<file path="src/hdl/mtm_pkg.sv">
`default_nettype none

package mtm_pkg;

  localparam int unsigned MEM_DEPTH_DEF  = 2048;
  localparam int unsigned PROG_DEPTH_DEF = 1024;
  localparam logic [31:0] STEP_LIMIT_RST = 32'd1000000;

  typedef enum logic [1:0] {
    CMD_APPEND = 2'd0,
    CMD_WRITE  = 2'd1,
    CMD_RUN    = 2'd2,
    CMD_READ   = 2'd3
  } cmd_e;

  typedef enum logic [3:0] {
    OP_ADD   = 4'd0,
    OP_MUL   = 4'd1,
    OP_SUB   = 4'd2,
    OP_DIV   = 4'd3,
    OP_LT    = 4'd4,
    OP_GT    = 4'd5,
    OP_AND   = 4'd6,
    OP_OR    = 4'd7,
    OP_EQ    = 4'd8,
    OP_LDI   = 4'd9,
    OP_CPY   = 4'd10,
    OP_LDIND = 4'd11,
    OP_STIND = 4'd12,
    OP_JNE   = 4'd13,
    OP_JMP   = 4'd14,
    OP_NOP   = 4'd15
  } opcode_e;

  typedef enum logic [2:0] {
    ST_OK      = 3'd0,
    ST_LIMIT   = 3'd1,
    ST_DIVZERO = 3'd2,
    ST_BADADDR = 3'd3,
    ST_BADJUMP = 3'd4,
    ST_FULL    = 3'd5
  } status_e;

  typedef struct packed {
    logic [1:0]         cmd;
    logic [3:0]         opcode;
    logic signed [31:0] arg_first;
    logic signed [31:0] arg_second;
    logic signed [31:0] arg_third;
    logic [9:0]         start_index;
    logic [10:0]        mem_address;
    logic signed [31:0] mem_value;
  } in_item_t;

  typedef struct packed {
    logic signed [31:0] read_data;
    logic [2:0]         status;
    logic [31:0]        steps_done;
    logic [10:0]        end_pc;
  } out_item_t;

  typedef struct packed {
    opcode_e     opcode;
    logic [31:0] arg_one;
    logic [31:0] arg_two;
    logic [31:0] arg_three;
  } instr_t;

  typedef struct packed {
    logic        valid;
    opcode_e     op;
    logic [31:0] x;
    logic [31:0] y;
  } alu_req_t;

  typedef struct packed {
    logic        done;
    logic [31:0] result;
  } alu_rsp_t;

endpackage

`default_nettype wire

</file>
<file path="src/hdl/mtm_alu.sv">
`default_nettype none

// Shared arithmetic unit: quick ops and a 32x32 multiply with registered result,
// radix-2 restoring divide (32 steps) on magnitudes.
module mtm_alu
  import mtm_pkg::*;
(
  input  wire logic     clk_i,
  input  wire logic     rst_ni,
  input  wire alu_req_t req_i,
  output alu_rsp_t      rsp_o
);
  logic        busy_q, done_q;
  logic [4:0]  cnt_q;
  logic [31:0] quot_q, rem_q, dvs_q, res_q;
  logic        neg_q;

  logic [32:0] rem_sh, diff;
  logic [31:0] quot_nx, rem_nx, quick, mag_x, mag_y;

  always_comb begin
    rem_sh  = {rem_q, quot_q[31]};
    diff    = rem_sh - {1'b0, dvs_q};
    quot_nx = {quot_q[30:0], ~diff[32]};
    rem_nx  = diff[32] ? rem_sh[31:0] : diff[31:0];
    mag_x   = req_i.x[31] ? 32'd0 - req_i.x : req_i.x;
    mag_y   = req_i.y[31] ? 32'd0 - req_i.y : req_i.y;
    case (req_i.op)
      OP_ADD:  quick = req_i.x + req_i.y;
      OP_MUL:  quick = req_i.x * req_i.y;
      OP_SUB:  quick = req_i.x - req_i.y;
      OP_LT:   quick = {31'd0, $signed(req_i.x) < $signed(req_i.y)};
      OP_GT:   quick = {31'd0, $signed(req_i.y) < $signed(req_i.x)};
      OP_AND:  quick = {31'd0, (req_i.x != '0) && (req_i.y != '0)};
      OP_OR:   quick = {31'd0, (req_i.x != '0) || (req_i.y != '0)};
      OP_EQ:   quick = {31'd0, req_i.x == req_i.y};
      default: quick = '0;
    endcase
  end

  always_ff @(posedge clk_i or negedge rst_ni) begin
    if (!rst_ni) begin
      busy_q <= 1'b0;
      done_q <= 1'b0;
      cnt_q  <= '0;
    end else begin
      done_q <= 1'b0;
      if (req_i.valid) begin
        if (req_i.op == OP_DIV) begin
          busy_q <= 1'b1;
          cnt_q  <= '0;
        end else begin
          done_q <= 1'b1;
        end
      end else if (busy_q) begin
        cnt_q <= cnt_q + 5'd1;
        if (cnt_q == 5'd31) begin
          busy_q <= 1'b0;
          done_q <= 1'b1;
        end
      end
    end
  end

  always_ff @(posedge clk_i) begin
    if (req_i.valid) begin
      quot_q <= mag_x;
      rem_q  <= '0;
      dvs_q  <= mag_y;
      neg_q  <= req_i.x[31] ^ req_i.y[31];
      res_q  <= quick;
    end else if (busy_q) begin
      quot_q <= quot_nx;
      rem_q  <= rem_nx;
      if (cnt_q == 5'd31) begin
        res_q <= neg_q ? 32'd0 - quot_nx : quot_nx;
      end
    end
  end

  assign rsp_o.done   = done_q;
  assign rsp_o.result = res_q;
endmodule

`default_nettype wire

</file>
<file path="config.mk">
export PLATFORM = sky130hd
export DESIGN_NAME = mtm_alu
export DESIGN_NICKNAME = d
export VERILOG_FILES = /design/src/hdl/mtm_pkg.sv /design/src/hdl/mtm_alu.sv
export SDC_FILE = /design/constraint.sdc
export NUM_CORES = 2
export LEC_CHECK = 0
export BUFFER_PORTS_ARGS = -buffer_cell sky130_fd_sc_hd__buf_2
export CAP_MARGIN = 20
export CORE_MARGIN = 5
export CORE_UTILIZATION = 55
export DETAILED_ROUTE_END_ITERATION = 10
export PLACE_DENSITY = 0.75
export SYNTH_ARGS = -nofsm -noshare
export SYNTH_HDL_FRONTEND = slang
export SYNTH_SLANG_ARGS = --single-unit
export TNS_END_PERCENT = 1
</file>
<file path="constraint.sdc">
create_clock -name clk_i -period 5.7 [get_ports clk_i]
set_input_delay 0.57 -clock clk_i [delete_from_list [all_inputs] [get_ports clk_i]]
set_output_delay 0.57 -clock clk_i [all_outputs]
set_load 0.005 [all_outputs]
</file>
==> flow_metrics.py <==
metrics = {
    "drt": {
        "drtPass1Iterations": 8,
        "vias_per_cell": 5.99,
        "wl_mm": 102,
        "avgRoutedWirePerCell_um": 23.3,
        "drt-initial-drc-count": 2901,
        "num_vias": 26200,
        "drcViolationCount": 0,
        "detail-route-antenna-nets": 0,
    },
    "grt": {
        "grt_usage_pct": 36.0,
        "grt_start_max_net_pins": 98,
        "antenna_found_initial": 4,
        "grt_pass1_wl_mm": 154,
        "grt_overflow": 0,
        "grt_pass1_vias": 25900,
    },
    "logic_synthesis": {
        "yosysMostFrequentCell": "inv_1",
        "synth_nets": 4042,
        "yosysTopAreaCell": "fa_1",
        "yosysWarnings": 0,
        "synthesis.instances": 3305,
        "async_flop_share_pct": 5.15,
        "synth-edff-count": 97,
        "yosysTopAreaCellShare_pct": 29.4,
        "synth_ff_type": "edfxtp_1",
        "synth_common_cells": "inv_1 (501), nor2_1 (447), fa_1 (411), nand2_1 (332), ha_1 (255)",
        "ys_ff_latch": 136,
        "yosysUniqueCellTypes": 84,
        "synthTopCellsByArea": "fa_1 (29%), ha_1 (11%), edfxtp_1 (10%), inv_1 (6.7%), nor2_1 (6.0%)",
        "synth-seq-area-share_pct": 13.3,
        "syn_area_sq_um": 28000,
        "avgSynthCellArea_sq_um": 8.46,
    },
    "timing": {
        "fin_ws_ns": -1.59,
        "fin_skew_ns": 0.0181,
        "fmax_ghz": 0.137,
        "setup_violations": 22,
        "fin_crit_sh_pct": 128,
        "hold_violations": 0,
        "max_slew_margin_pct": 34.7,
        "final.setup.tns_ns": -24.70,
        "slew_viol_final": 0,
        "min_period_ns": 7.29,
        "worstMarginPinSlew_ns": 0.977,
        "rsz0062_at_grt": "true",
    },
    "critical_path": {
        "cpMostUsedCell": "fa_1",
        "critPathKind": "in -> reg",
        "rrSetupSlack_ns": 0.02,
        "critPathLaunchType": "input port",
        "crit_arrival_ns": 7.44,
        "worstPathMaxFanout": 8,
        "end_kind": "flop",
        "critPathRequiredTime_ns": 5.85,
        "slowest_stage": "fa_1",
        "cpPeakStageDelay_ns": 0.57,
    },
    "status": {
        "status": "finished with violations",
        "violations": "negative setup slack",
    },
    "clock_network": {
        "clockBufferDepth": 2,
        "cts.sinks": 136,
        "worstSkewPairLatency_ns": 0.44,
        "cts-root-buf": "clkbuf_16",
        "cts_tree": "yes",
        "cts_buffers": 17,
        "clkSlewWorstSetupHoldPaths_ns": 0.06,
        "htree_levels": 4,
    },
    "floorplan": {
        "dieArea_sq_um": 55500,
        "num_rows": 82,
        "io_pins": 104,
        "coreArea_sq_um": 50300,
        "start_util_pct": 55.6,
        "fp.dieH_um": 236,
        "fp.dieW_um": 236,
    },
    "layout": {
        "fin_util_pct": 66.1,
        "final_cells": 4367,
        "drive_gt1_share_pct": 18.6,
        "area_delta_synth_final_pct": 18.9,
        "nNetsFinal": 4417,
    },
    "placement": {
        "io_buffers": 103,
        "dp_hpwl_mm": 83.5,
        "dp_cells": 4318,
        "dp_slack_ns": -2.28,
        "gp_congestion": 1.04,
    },
    "run": {
        "cap_violations": 0,
    },
    "min_path": {
        "hold_class": "in -> async",
    },
}
cells by family after synthesis:
family          count (synthesis)  share of synthesized area (%)
flops                         136                           13.3
fa+ha+maj                     666                           40.8
mux                            10                          0.362
xor+xnor                      229                           7.24
simple gates                  995                           15.3
buf+inv                       696                           9.52
compound gates                573                           13.5
through the flow:
stage / area, sq um / hold WS (ns)
6_report: 33200 / 0.496
5_1_grt: 33200 / 0.515
4_1_cts: 33100 / 0.479
3_5_place_dp: 32100 / 0.410
3_3_place_gp: 32100 / 0.410
2_1_floorplan: 28100 / 0.274
layout by cell type (no fill, tap or decap), types with 20 or more instances in the layout:
| cell | Yosys | layout |
|---|---|---|
| nor3_1 | 30 | 30 |
| fa_1 | 411 | 406 |
| nor2_1 | 447 | 429 |
| nand2_1 | 332 | 331 |
| buf_4 | 2 | 390 |
| a21oi_1 | 157 | 143 |
| o21ai_1 | 22 | 24 |
| a21o_1 | 44 | 44 |
| o21ai_0 | 85 | 79 |
| o31ai_1 | 42 | 42 |
| dfxtp_1 | 32 | 32 |
| nand3_1 | 37 | 35 |
| inv_1 | 501 | 491 |
| buf_2 | 4 | 100 |
| o22ai_1 | 29 | 29 |
| xor2_1 | 63 | 61 |
| ha_1 | 255 | 246 |
| nor2_2 | 2 | 20 |
| nor2b_1 | 20 | 20 |
| nand2b_1 | 24 | 24 |
| a311oi_1 | 26 | 26 |
| edfxtp_1 | 97 | 97 |
| buf_12 | 0 | 30 |
| xnor2_1 | 165 | 161 |
flip-flops by register name, summed over array words and instances, names as in the netlist:
signal  cells
res_q      32
quot_q     32
dvs_q      32
busy_q      1
done_q      1
cnt_q       5
neg_q       1
rem_q      32
final timing paths:
path / to / startpoint / cells past startpoint
setup / recovery: res_q[29]$_DFFE_PP_ / req_i[4] / 27
hold / removal: done_q$_DFF_PN0_ / rst_ni / 2
setup reg to reg: res_q[30]$_DFFE_PP_ / quot_q[31]$_DFFE_PP_ / 23
hold reg to reg: rem_q[19]$_SDFFE_PP0P_ / rem_q[18]$_SDFFE_PP0P_ / 2
max in group asynchronous: busy_q$_DFFE_PN0P_ / rst_ni / 2
min in group clk_i: rem_q[19]$_SDFFE_PP0P_ / rem_q[18]$_SDFFE_PP0P_ / 2
worst max-delay path, delay by kind of cell:
kind,cells,cell delay (ns)
compound gates,9,1.30
xor+xnor,1,0.29
fa+ha+maj,9,4.10
buf+inv,6,0.86
simple gates,2,0.29
per-layer routing:
metal  routed length, um  share of wire, %  GRT usage (%)
met1               38700                38           48.6
met2               43500                43           54.4
met3               12600                12           8.56
met4                6910               6.8           18.6
met5                  26             0.026              0
cell type report:
type | count | area, sq um
multi-input combinational | 2473 | 22000
fill | 4109 | 17000
timing repair buffer | 530 | 4140
sequential | 136 | 3730
inverter | 522 | 1990
tap | 672 | 841
clock buffer | 18 | 450
clock inverter | 14 | 128
antenna | 2 | 5.00
what timing repair did:
item | 4_1_cts | 5_1_grt
pin swaps | 26 | 12
hold buffers | 1 | 0
gates resized for setup | 63 | 32
hold endpoints to repair | 7 | 0
setup endpoints to repair | 23 | 23
setup buffers | 12 | 2
Power is left out: the tool's default activity adds up to more than one toggle a clock period on the data nets, which glitch-free logic cannot reach.
